[config.mk]
export PLATFORM = sky130hd
export DESIGN_NAME = cie_pointer_encoding_parser
export DESIGN_NICKNAME = d
export VERILOG_FILES = /design/src/hdl/cie_pep_pkg.sv /design/src/hdl/cie_pointer_encoding_parser.sv
export SDC_FILE = /design/constraint.sdc
export NUM_CORES = 1
export LEC_CHECK = 0
export BUFFER_PORTS_ARGS = -buffer_cell sky130_fd_sc_hd__buf_2
export CAP_MARGIN = 0
export CELL_PAD_IN_SITES_DETAIL_PLACEMENT = 1
export CELL_PAD_IN_SITES_GLOBAL_PLACEMENT = 1
export CORE_MARGIN = 3
export CORE_UTILIZATION = 43
export CTS_BUF_LIST = sky130_fd_sc_hd__clkbuf_4 sky130_fd_sc_hd__clkbuf_8
export CTS_CLUSTER_SIZE = 30
export DETAILED_ROUTE_END_ITERATION = 10
export PLACE_DENSITY = 0.77
export SLEW_MARGIN = 30
export SYNTH_ARGS = -nofsm -noshare
export SYNTH_HDL_FRONTEND = slang
export SYNTH_SLANG_ARGS = --single-unit
[constraint.sdc]
create_clock -name clk -period 5.2 [get_ports clk]
set_clock_uncertainty 0.05 [all_clocks]
set_input_delay 0.26 -clock clk [delete_from_list [all_inputs] [get_ports clk]]
set_output_delay 0.26 -clock clk [all_outputs]
set_load 0.03 [all_outputs]
[src/hdl/cie_pep_pkg.sv]
// Package with the payload types, phase codes and constants of the CIE pointer-encoding parser.
package cie_pep_pkg;

    localparam int MAX_AUG_LEN = 16;
    localparam int AUG_IDX_W   = (MAX_AUG_LEN > 1) ? $clog2(MAX_AUG_LEN) : 1;
    localparam int AUG_CNT_W   = $clog2(MAX_AUG_LEN + 1);

    localparam logic [3:0] PTR_BYTES_RESET = 4'd8;

    localparam logic [1:0] STATUS_FOUND     = 2'd0;
    localparam logic [1:0] STATUS_ABSOLUTE  = 2'd1;
    localparam logic [1:0] STATUS_MALFORMED = 2'd2;

    localparam logic [7:0] CH_Z = 8'h7a;
    localparam logic [7:0] CH_L = 8'h4c;
    localparam logic [7:0] CH_P = 8'h50;
    localparam logic [7:0] CH_R = 8'h52;

    localparam logic [7:0] ENC_ABSPTR = 8'h00;
    localparam logic [7:0] ENC_OMIT   = 8'hff;

    typedef enum logic [12:0] {
        PH_IDLE    = 13'b0000000000001,
        PH_LEN     = 13'b0000000000010,
        PH_ID      = 13'b0000000000100,
        PH_VER     = 13'b0000000001000,
        PH_AUG     = 13'b0000000010000,
        PH_CODEAL  = 13'b0000000100000,
        PH_DATAAL  = 13'b0000001000000,
        PH_RETREG  = 13'b0000010000000,
        PH_SKIPLEB = 13'b0000100000000,
        PH_SKIPN   = 13'b0001000000000,
        PH_PENC    = 13'b0010000000000,
        PH_RBYTE   = 13'b0100000000000,
        PH_WALK    = 13'b1000000000000
    } phase_t;

    typedef struct packed {
        logic [7:0] data_byte;
        logic       record_start;
        logic       buffer_last;
    } in_item_t;

    typedef struct packed {
        logic [7:0] pointer_encoding;
        logic [1:0] parse_status;
    } out_item_t;

endpackage

[src/hdl/cie_pointer_encoding_parser.sv]
// Top level of the CIE pointer-encoding parser: byte sequencer, letter walker and result register.
//
// The parser takes one record byte per transfer, one transfer per cycle while it is ready. After
// the byte that completes the return register or a skipped augmentation field, a single letter
// walker steps through the stored augmentation string one letter per cycle until it reaches a
// letter that consumes bytes or the end of the string; in_ready is low during that walk.
// The result register holds one result; in_ready is also low while a result waits there
// and out_ready is low.
module cie_pointer_encoding_parser
    import cie_pep_pkg::*;
(
    input  logic      clk,
    input  logic      rst_n,
    input  logic      in_valid,
    output logic      in_ready,
    input  in_item_t  in_item,
    output logic      out_valid,
    input  logic      out_ready,
    output out_item_t out_item,
    input  logic      cfg_write,
    input  logic [3:0] cfg_data
);

    phase_t               phase_reg, phase_next;
    logic [3:0]           ptr_bytes_reg;
    logic [1:0]           field_cnt_reg, field_cnt_next;
    logic [31:0]          remain_reg, remain_next;
    logic                 ver1_reg, ver1_next;
    logic [7:0]           aug_chars_reg [MAX_AUG_LEN];
    logic [AUG_CNT_W-1:0] aug_len_reg, aug_len_next;
    logic [AUG_CNT_W-1:0] aug_pos_reg, aug_pos_next;
    logic [3:0]           skip_reg, skip_next;
    logic                 last_reg, last_next;
    logic                 out_valid_reg, out_valid_next;
    out_item_t            out_item_reg, out_item_next;
    logic                 in_fire;
    logic                 aug_store;

    assign in_ready  = (phase_reg != PH_WALK) && (!out_valid_reg || out_ready);
    assign in_fire   = in_valid && in_ready;
    assign out_valid = out_valid_reg;
    assign out_item  = out_item_reg;

    always_comb
    begin
        phase_t               cur;
        logic [31:0]          base_rem;
        logic [1:0]           base_cnt;
        logic [AUG_CNT_W-1:0] base_len;
        logic [7:0]           b;
        logic [7:0]           ch;
        logic [3:0]           skip_dec;
        logic                 field_done;
        logic                 letter_hit;
        logic                 emit;
        logic [7:0]           emit_enc;
        logic [1:0]           emit_status;

        phase_next     = phase_reg;
        field_cnt_next = field_cnt_reg;
        remain_next    = remain_reg;
        ver1_next      = ver1_reg;
        aug_len_next   = aug_len_reg;
        aug_pos_next   = aug_pos_reg;
        skip_next      = skip_reg;
        last_next      = last_reg;
        aug_store      = 1'b0;
        field_done     = 1'b0;
        letter_hit     = 1'b0;
        emit           = 1'b0;
        emit_enc       = 8'h00;
        emit_status    = STATUS_MALFORMED;
        b              = in_item.data_byte;
        cur            = phase_reg;
        base_rem       = remain_reg;
        base_cnt       = field_cnt_reg;
        base_len       = aug_len_reg;
        skip_dec       = (skip_reg != 4'd0) ? skip_reg - 4'd1 : 4'd0;
        ch             = aug_chars_reg[aug_pos_reg[AUG_IDX_W-1:0]];

        if (phase_reg == PH_WALK)
        begin
            if (aug_pos_reg < aug_len_reg)
            begin
                aug_pos_next = aug_pos_reg + AUG_CNT_W'(1);
                letter_hit   = 1'b1;
                case (ch)
                    CH_Z: phase_next = PH_SKIPLEB;
                    CH_L:
                    begin
                        phase_next = PH_SKIPN;
                        skip_next  = 4'd1;
                    end
                    CH_P: phase_next = PH_PENC;
                    CH_R: phase_next = PH_RBYTE;
                    default: letter_hit = 1'b0;
                endcase
                if (letter_hit && last_reg)
                begin
                    emit = 1'b1;
                end
            end
            else
            begin
                emit        = 1'b1;
                emit_status = STATUS_ABSOLUTE;
            end
        end
        else if (in_fire && (in_item.record_start || phase_reg != PH_IDLE))
        begin
            if (in_item.record_start)
            begin
                cur          = PH_LEN;
                base_rem     = 32'd0;
                base_cnt     = 2'd0;
                base_len     = '0;
                ver1_next    = 1'b0;
                aug_len_next = '0;
                aug_pos_next = '0;
                skip_next    = 4'd0;
                phase_next   = PH_LEN;
            end
            if (cur == PH_LEN)
            begin
                remain_next    = {b, base_rem[31:8]};
                field_cnt_next = base_cnt + 2'd1;
                if (base_cnt == 2'd3)
                begin
                    phase_next = PH_ID;
                end
            end
            else if (remain_reg == 32'd0)
            begin
                emit = 1'b1;
            end
            else
            begin
                remain_next = remain_reg - 32'd1;
                unique case (cur)
                    PH_ID:
                    begin
                        if (b != 8'h00)
                        begin
                            emit = 1'b1;
                        end
                        field_cnt_next = field_cnt_reg + 2'd1;
                        if (field_cnt_reg == 2'd3)
                        begin
                            phase_next = PH_VER;
                        end
                    end
                    PH_VER:
                    begin
                        if (b != 8'h01 && b != 8'h03)
                        begin
                            emit = 1'b1;
                        end
                        ver1_next  = (b == 8'h01);
                        phase_next = PH_AUG;
                    end
                    PH_AUG:
                    begin
                        if (b == 8'h00)
                        begin
                            phase_next = PH_CODEAL;
                        end
                        else if (base_len >= AUG_CNT_W'(MAX_AUG_LEN))
                        begin
                            emit = 1'b1;
                        end
                        else
                        begin
                            aug_store    = 1'b1;
                            aug_len_next = base_len + AUG_CNT_W'(1);
                        end
                    end
                    PH_CODEAL: phase_next = PH_DATAAL;
                    PH_DATAAL:
                    begin
                        if (!b[7])
                        begin
                            phase_next = PH_RETREG;
                        end
                    end
                    PH_RETREG: field_done = ver1_reg || !b[7];
                    PH_SKIPLEB: field_done = !b[7];
                    PH_SKIPN:
                    begin
                        skip_next  = skip_dec;
                        field_done = (skip_dec == 4'd0);
                    end
                    PH_PENC:
                    begin
                        case (b[3:0]) inside
                            4'h1, 4'h9: phase_next = PH_SKIPLEB;
                            4'h2, 4'ha:
                            begin
                                skip_next  = 4'd2;
                                phase_next = PH_SKIPN;
                            end
                            4'h3, 4'hb:
                            begin
                                skip_next  = 4'd4;
                                phase_next = PH_SKIPN;
                            end
                            4'h4, 4'hc:
                            begin
                                skip_next  = 4'd8;
                                phase_next = PH_SKIPN;
                            end
                            default:
                            begin
                                if (b[3:0] == 4'h8 || b == ENC_ABSPTR || b == ENC_OMIT)
                                begin
                                    if (ptr_bytes_reg == 4'd0)
                                    begin
                                        field_done = 1'b1;
                                    end
                                    else
                                    begin
                                        skip_next  = ptr_bytes_reg;
                                        phase_next = PH_SKIPN;
                                    end
                                end
                                else
                                begin
                                    emit = 1'b1;
                                end
                            end
                        endcase
                    end
                    PH_RBYTE:
                    begin
                        emit        = 1'b1;
                        emit_enc    = b;
                        emit_status = STATUS_FOUND;
                    end
                    default: phase_next = PH_IDLE;
                endcase
            end
            if (!emit)
            begin
                if (field_done)
                begin
                    phase_next = PH_WALK;
                    last_next  = in_item.buffer_last;
                end
                else if (in_item.buffer_last && phase_next != PH_IDLE)
                begin
                    emit = 1'b1;
                end
            end
        end

        if (emit)
        begin
            phase_next = PH_IDLE;
        end

        out_valid_next = out_valid_reg;
        out_item_next  = out_item_reg;
        if (emit)
        begin
            out_valid_next                 = 1'b1;
            out_item_next.pointer_encoding = emit_enc;
            out_item_next.parse_status     = emit_status;
        end
        else if (out_ready)
        begin
            out_valid_next = 1'b0;
        end
    end

    always_ff @(posedge clk or negedge rst_n)
    begin
        if (!rst_n)
        begin
            phase_reg     <= PH_IDLE;
            ptr_bytes_reg <= PTR_BYTES_RESET;
            field_cnt_reg <= 2'd0;
            remain_reg    <= 32'd0;
            ver1_reg      <= 1'b0;
            aug_len_reg   <= '0;
            aug_pos_reg   <= '0;
            skip_reg      <= 4'd0;
            last_reg      <= 1'b0;
            out_valid_reg <= 1'b0;
        end
        else
        begin
            phase_reg     <= phase_next;
            field_cnt_reg <= field_cnt_next;
            remain_reg    <= remain_next;
            ver1_reg      <= ver1_next;
            aug_len_reg   <= aug_len_next;
            aug_pos_reg   <= aug_pos_next;
            skip_reg      <= skip_next;
            last_reg      <= last_next;
            out_valid_reg <= out_valid_next;
            if (cfg_write)
            begin
                ptr_bytes_reg <= cfg_data;
            end
        end
    end

    always_ff @(posedge clk)
    begin
        out_item_reg <= out_item_next;
        if (aug_store)
        begin
            aug_chars_reg[aug_len_next[AUG_IDX_W-1:0] - AUG_IDX_W'(1)] <= in_item.data_byte;
        end
    end

    // The output register is always empty while the letter walker runs.
    assert property (@(posedge clk) disable iff (!rst_n)
        (phase_reg == PH_WALK) |-> !out_valid_reg)
        else $error("result pending during letter walk");

    // Only a found R carries a nonzero encoding.
    assert property (@(posedge clk) disable iff (!rst_n)
        (out_valid_reg && out_item_reg.parse_status != STATUS_FOUND)
            |-> (out_item_reg.pointer_encoding == 8'h00))
        else $error("nonzero encoding on a result without R");

    // The walk position never passes the stored string length.
    assert property (@(posedge clk) disable iff (!rst_n)
        aug_pos_reg <= aug_len_reg)
        else $error("augmentation position beyond string length");

    // A result register that is not taken keeps its content.
    assert property (@(posedge clk) disable iff (!rst_n)
        (out_valid_reg && !out_ready) |=> (out_valid_reg && $stable(out_item_reg)))
        else $error("pending result lost or changed");

endmodule
==> flow_metrics.env, run 1 <==
export IMPL_p_sw_frac=0.347
export IMPL_slowest_stage="nor2_1"
export IMPL_synth_cell_area_mm2=0.0107
export IMPL_overflow=0
export IMPL_vias_per_cell=6.19
export IMPL_io_pins=31
export IMPL_start_kind="register"
export IMPL_critical_path_top_delay_family="simple AND/OR/NAND/NOR gates"
export IMPL_drtPass1Iterations=8
export IMPL_synthCells=950
export IMPL_synthToLayoutAreaGrowth_pct=12.9
export IMPL_io_buffers=30
export IMPL_grt_pass1_wl_mm=50.9
export IMPL_hold_depth=1
export IMPL_drt_iter0_markers=780
export IMPL_slew_violations=0
export IMPL_combinationalPowerShare=0.228
export IMPL_r2r_setup_slack_ns=1.06
export IMPL_gp_congestion=0.937
export IMPL_hp_start="in_item[7]"
export IMPL_synthFlopType="edfxtp_1"
export IMPL_p_leak_nw=4.23
export IMPL_cp_end_kind="register"
export IMPL_cts_tree="yes"
export IMPL_clk_latency_ns=0.54
export IMPL_wl_per_cell_um=24.1
export IMPL_post_route_min_period_ns=4.14
export IMPL_layout_drive_gt1_share=0.170
export IMPL_num_fill_cells=2660
export IMPL_route_detailed_drc=0
export IMPL_cts_sinks=206
export IMPL_antenna_cells=0
export IMPL_r2r_end="aug_chars_reg[4][3]$_DFFE_PP_"
export IMPL_drv_cap=0
export IMPL_synthArstFlopShare=0.330
export IMPL_tns_ns=0
export IMPL_initial_core_util=0.438
export IMPL_status="complete, no violations"
export IMPL_cts_buffers=36
export IMPL_first_global_vias=8877
export IMPL_multi_input_area_mm2=0.00445
export IMPL_seq_area_mm2=0.00585
export IMPL_routed_wl_mm=32.7
export IMPL_fmax_mhz=242
export IMPL_rows=57
export IMPL_regToRegStartpoint="phase_reg[2]$_DFFE_PN0P_"
export IMPL_path_cells="nor4_2 > nand4_1 > or4_1 > or4_4 > a21o_1 > a211oi_1 > mux2i_1 > nor2_1"
export IMPL_nets=1030
export IMPL_p_sw_w=0.00164
export IMPL_setup_violations=0
export IMPL_hold_class="in2reg"
export IMPL_hold_buffers=11
export IMPL_power_frac_clock=0.318
export IMPL_required_ns=5.30
export IMPL_period_share=0.795
export IMPL_worst_pin_slew_ns=1.04
export IMPL_relSlewSlack=0.301
export IMPL_max_stage_delay_ns=0.62
export IMPL_num_vias=8396
export IMPL_final_util=0.495
export IMPL_ff2ff_path_depth=8
export IMPL_clock_path_buffers=3
export IMPL_grt_max_degree=69
export IMPL_syn_nets=976
export IMPL_min_to="aug_chars_reg[14][5]$_DFFE_PP_"
export IMPL_largest_reg_flops=128
export IMPL_clk_pin_slew_ns=0.06
export IMPL_critPathKind="reg2reg"
export IMPL_sequentialPowerShare=0.454
export IMPL_htree_levels=2
export IMPL_hpwl_mm=22.0
export IMPL_hold_viol=0
export IMPL_syn_area_per_cell_um2=11.2
export IMPL_cts_resized=0
export IMPL_vdd_ir_drop_max_v=0.000245
export IMPL_cts_root_buffer="clkbuf_8"
export IMPL_p_int_w=0.00309
export IMPL_path_buf_inv=0
export IMPL_synth_enable_flop_cells=138
export IMPL_crit_fanout=8
export IMPL_synth_cell_type_count=86
export IMPL_rsz0062_at_grt="false"
export IMPL_gr_usage_all_layers=0.247
export IMPL_yosysWarnings=0
export IMPL_die_area_mm2=0.0267
export IMPL_synth_seq_area_share=0.548
export IMPL_die_h_um=163
export IMPL_synth_seq_cells=206
export IMPL_antenna_found_initial=0
export IMPL_die_w_um=163
export IMPL_core_mm2=0.0243
export IMPL_postCtsSetupRepairBufs=0
export IMPL_critPathArrivalTime_ns=4.24
export IMPL_ant_nets=0
export IMPL_power_per_cell_area_mw_per_mm2=393
export IMPL_totalPowerFinal_w=0.00473
## worst reg2reg max path: cells and delay by family, from the launching register on
kind               cells  cell delay (ns)
DFF                    1             0.48
muxes                  1             0.20
and+or+nand+nor        5             2.50
AOI/OAI and AO/OA      2             0.52
## cell type report
cell class / instances / area share
sequential: 206 / 0.486
clock buffer: 48 / 0.0502
tap: 324 / 0.0337
clock inverter: 18 / 0.00998
inverter: 36 / 0.0112
multi-input combinational: 655 / 0.370
timing repair buffer: 69 / 0.0396
## logic make-up after synthesis
logic type,after synthesis,synth area share
buffers and inverters,89,0.0378
XOR/XNOR,8,0.00833
AND/OR/NAND/NOR,339,0.171
adder cells (fa/ha/maj),7,0.00821
flip-flops,206,0.548
multiplexers,42,0.0619
AO/OA/AOI/OAI,259,0.165
## synthesized netlist by cell type, drive strengths merged (8+ instances only)
cell	count	share of area
edfxtp	138	0.39
nor2	87	0.031
o21ai	69	0.034
dfrtp	66	0.15
a21oi	55	0.027
nand2	55	0.020
nor3	37	0.017
inv	35	0.012
nand3	32	0.015
buf	28	0.016
clkbuf	25	0.0088
a31oi	19	0.012
mux2i	18	0.018
mux4	18	0.038
nand2b	16	0.0094
nor2b	16	0.0094
nor4	16	0.013
and2	14	0.0082
or4	13	0.0099
a32oi	11	0.0090
a22oi	10	0.0070
nand4	10	0.0059
o22ai	10	0.0059
o31ai	9	0.0068
or3	9	0.0057
nor3b	8	0.0061
## worst max-delay path by stage
stage                                          end                       start  slack, ns  cells past startpoint
finish               aug_chars_reg[4][3]$_DFFE_PP_    phase_reg[2]$_DFFE_PN0P_       1.06                      8
global route         aug_chars_reg[5][0]$_DFFE_PP_   remain_reg[0]$_DFFE_PN0P_       0.77                     10
global placement           skip_reg[3]$_DFFE_PN0P_  aug_pos_reg[1]$_DFFE_PN0P_       1.27                      7
floorplan            aug_chars_reg[7][0]$_DFFE_PP_    phase_reg[2]$_DFFE_PN0P_       1.50                      8
detailed placement   aug_chars_reg[4][2]$_DFFE_PP_                  in_item[1]       1.07                      9
CTS                 aug_chars_reg[15][3]$_DFFE_PP_   remain_reg[0]$_DFFE_PN0P_       1.08                     10
## cell usage in the layout, fill, tap and decap left out, types with 7 or more instances in the layout
master | synthesis | layout
o2bb2ai_1 | 7 | 7
a31oi_1 | 18 | 18
buf_4 | 4 | 28
clkinv_1 | 1 | 10
o21ai_0 | 62 | 62
o31ai_1 | 8 | 7
nor3_1 | 37 | 37
and3_1 | 7 | 7
o22ai_1 | 10 | 10
clkbuf_4 | 0 | 9
nor2_1 | 84 | 84
and2_1 | 14 | 14
nand2_1 | 54 | 54
mux4_2 | 18 | 18
nand3_1 | 32 | 32
dfrtp_1 | 66 | 65
inv_1 | 34 | 34
edfxtp_1 | 138 | 138
buf_2 | 13 | 29
nand2b_1 | 16 | 16
nand4_1 | 10 | 10
a21oi_1 | 53 | 53
dlygate4sd3_1 | 0 | 11
or4_1 | 11 | 11
a32oi_1 | 11 | 11
nor4_1 | 12 | 12
or3_1 | 8 | 8
ha_1 | 7 | 7
mux2i_1 | 16 | 16
nor3b_1 | 7 | 7
a22oi_1 | 10 | 10
clkbuf_8 | 0 | 39
a21o_1 | 7 | 7
nor2b_1 | 16 | 16
## stage by stage
| stage | worst slack (ns) | cells | instance area, um2 | hold WS [ns] |
|---|---|---|---|---|
| floorplan | 1.50 | 950 | 10700 | -0.0856 |
| global placement | 1.27 | 1279 | 11200 | 0.401 |
| detailed placement | 1.07 | 1279 | 11200 | 0.414 |
| CTS | 1.08 | 1356 | 12000 | 0.181 |
| global route | 0.765 | 1356 | 12000 | 0.188 |
| finish | 1.06 | 1356 | 12000 | 0.198 |
## power groups by stage
stage                     registers, W  logic (W)  clock network, W
final                          0.00215    0.00108           0.00151
after global routing           0.00217    0.00119           0.00161
after CTS                      0.00214    0.00107           0.00153
after detailed placement       0.00217    0.00106                 0
after global placement         0.00217    0.00102                 0
after floorplan                0.00210   0.000762                 0
## routing by layer
layer,wire [um],vias up,GRT usage
li1,-,3773,-
met1,14300,4275,0.330
met2,15600,274,0.406
met3,1730,74,0.0408
met4,1090,0,0.0911
met5,0,-,0
(Power assumes the default switching activity.)
==> inputs of run 2 (changes only) <==
Settings changed: PLACE_DENSITY 0.77 to 0.8.
Clock period 5.2 ns to 3.6 ns, I/O delays scaled along.
==> run 2 against run 1 <==
Compared with the run above: the run now ends with negative setup slack left; wire length is 5.0% higher; critical path depth is 1 higher; hold slack worse by 0.16 ns; worst setup slack worse by 1.1 ns; die area stayed put; power is 49% higher; global-route usage hardly changed; critical endpoint is now aug_chars_reg[10][7]$_DFFE_PP_.
==> flow_metrics.env, run 2 (synthesis results as in run 1) <==
export IMPL_status="finished with violations"
export IMPL_violations="negative setup slack"
export IMPL_nets=1090
export IMPL_p_int_w=0.00460
export IMPL_hold_depth=1
export IMPL_vias_per_cell=6.23
export IMPL_cts_sinks=206
export IMPL_post_route_min_period_ns=3.60
export IMPL_worst_pin_slew_ns=0.691
export IMPL_place_area_mm2=0.0116
export IMPL_drt_iter0_markers=920
export IMPL_layout_drive_gt1_share=0.223
export IMPL_cts_tree="yes"
export IMPL_final_util=0.518
export IMPL_power_per_cell_area_mw_per_mm2=560
export IMPL_max_stage_delay_ns=0.61
export IMPL_antenna_found_initial=0
export IMPL_htree_levels=2
export IMPL_drv_cap=0
export IMPL_setup_violations=1
export IMPL_grt_max_degree=69
export IMPL_overflow=0
export IMPL_final_cell_area_mm2=0.0126
export IMPL_die_w_um=163
export IMPL_critical_path_top_delay_family="simple AND/OR/NAND/NOR gates"
export IMPL_seq_area_mm2=0.00586
export IMPL_sequentialPowerShare=0.440
export IMPL_gp_congestion=0.931
export IMPL_relSlewSlack=0.536
export IMPL_initial_core_util=0.438
export IMPL_regToRegStartpoint="phase_reg[4]$_DFFE_PN0P_"
export IMPL_die_h_um=163
export IMPL_setup_slack_ns=-0.00109
export IMPL_multi_input_area_mm2=0.00452
export IMPL_hold_class="in2reg"
export IMPL_combinationalPowerShare=0.243
export IMPL_hpwl_mm=22.9
export IMPL_critPathKind="reg2reg"
export IMPL_tns_ns=-0.00109
export IMPL_slowest_stage="or4_4"
export IMPL_p_sw_w=0.00247
export IMPL_cts_root_buffer="clkbuf_8"
export IMPL_p_sw_frac=0.349
export IMPL_hp_start="in_item[4]"
export IMPL_first_global_vias=8964
export IMPL_min_to="aug_chars_reg[5][2]$_DFFE_PP_"
export IMPL_die_area_mm2=0.0267
export IMPL_clock_path_buffers=3
export IMPL_io_pins=31
export IMPL_antenna_cells=0
export IMPL_r2r_end="aug_chars_reg[10][7]$_DFFE_PP_"
export IMPL_path_cells="or4_4 > or3_4 > o31ai_4 > nor4b_4 > mux2i_2 > o2111ai_4 > xnor2_4 > nor3_1 > buf_4"
export IMPL_vdd_ir_drop_max_v=0.000399
export IMPL_cts_buffers=37
export IMPL_holdWs_ns=0.0377
export IMPL_clk_latency_ns=0.55
export IMPL_grt_pass1_wl_mm=51.4
export IMPL_cp_end_kind="register"
export IMPL_num_vias=8834
export IMPL_synthToLayoutAreaGrowth_pct=18.2
export IMPL_ant_nets=0
export IMPL_fmax_mhz=278
export IMPL_final_cells=1417
export IMPL_path_buf_inv=1
export IMPL_critPathArrivalTime_ns=3.80
export IMPL_gr_usage_all_layers=0.247
export IMPL_slew_violations=0
export IMPL_hold_viol=0
export IMPL_core_mm2=0.0243
export IMPL_clk_pin_slew_ns=0.06
export IMPL_num_fill_cells=2608
export IMPL_r2r_setup_slack_ns=-0.001
export IMPL_place_inst=1327
export IMPL_required_ns=3.79
export IMPL_wl_per_cell_um=24.3
export IMPL_p_leak_nw=4.56
export IMPL_routed_wl_mm=34.4
export IMPL_largest_reg_flops=128
export IMPL_route_detailed_drc=0
export IMPL_crit_fanout=8
export IMPL_drtPass1Iterations=5
export IMPL_rows=57
export IMPL_most_common_layout_cells="edfxtp_1, nor2_1, buf_4, o21ai_0, dfrtp_1"
export IMPL_io_buffers=30
export IMPL_final_common_cell="edfxtp_1"
export IMPL_period_share=1.00
export IMPL_start_kind="register"
export IMPL_ff2ff_path_depth=9
export IMPL_power_frac_clock=0.317
[run 2: cell count changes in the layout (fill, tap and decap cells not counted), sizes merged]
| cell | previous run | this run |
|---|---|---|
| inv | 35 | 37 |
| dlygate4sd3 | 11 | 12 |
| clkbuf | 48 | 49 |
| clkinv | 16 | 17 |
| clkinvlp | 2 | 0 |
| buf | 58 | 116 |
[run 2: area by class of cell]
cell class / count / area share
Timing Repair Buffer: 128 / 0.0767
Tap cell: 324 / 0.0321
Inverter: 36 / 0.0107
Clock buffer: 49 / 0.0485
Multi-Input combinational cell: 655 / 0.358
Sequential cell: 206 / 0.464
Clock inverter: 19 / 0.00913
[run 2: worst max path at each step]
stage	start	endpoint	slack, ns	cells after the start
floorplan	phase_reg[4]$_DFFE_PN0P_	aug_chars_reg[0][0]$_DFFE_PP_	0.06	9
global placement	phase_reg[10]$_DFFE_PN0P_	aug_chars_reg[8][7]$_DFFE_PP_	0.08	9
detailed placement	phase_reg[10]$_DFFE_PN0P_	aug_chars_reg[8][3]$_DFFE_PP_	-0.0004	9
CTS	aug_pos_reg[1]$_DFFE_PN0P_	phase_reg[3]$_DFFE_PN0P_	0.05	10
global route	phase_reg[2]$_DFFE_PN0P_	aug_chars_reg[10][1]$_DFFE_PP_	-0.16	9
finish	phase_reg[4]$_DFFE_PN0P_	aug_chars_reg[10][7]$_DFFE_PP_	-0.001	9
[run 2: worst register-to-register path: stages, from the launching register on]
cell	delay, ns
dfrtp_1	0.44
or4_4	0.62
or3_4	0.40
o31ai_4	0.32
nor4b_4	0.11
mux2i_2	0.28
o2111ai_4	0.24
xnor2_4	0.25
nor3_1	0.34
buf_4	0.26
[run 2: through the flow]
step | total power (W) | setup WS [ns]
after CTS | 0.00700 | 0.0464
after floorplan | 0.00413 | 0.0557
after global placement | 0.00472 | 0.0782
final | 0.00707 | -0.00109
after detailed placement | 0.00477 | -0.000366
after global routing | 0.00740 | -0.164
[run 2: metal layers]
metal / track usage / share of wire
met4: 0.0631 / 0.024
met2: 0.405 / 0.48
met1: 0.342 / 0.42
met3: 0.0431 / 0.071
met5: 0 / 0
[run 2: power by group through the flow]
stage	sequential [W]	clock [W]	combinational, W
6_report	0.00311	0.00224	0.00172
3_5_place_dp	0.00313	0	0.00165
3_3_place_gp	0.00312	0	0.00160
5_1_grt	0.00315	0.00237	0.00188
2_1_floorplan	0.00303	0	0.00110
4_1_cts	0.00308	0.00225	0.00167
[run 2: repair_timing]
action                                  CTS  global route
buffers inserted                          0            10
gates resized for setup                   1            17
cloned                                    0             0
hold buffers                             12             0
endpoints found under the setup margin    8           152
hold endpoints to repair                 74             0
pin swaps                                 0             3
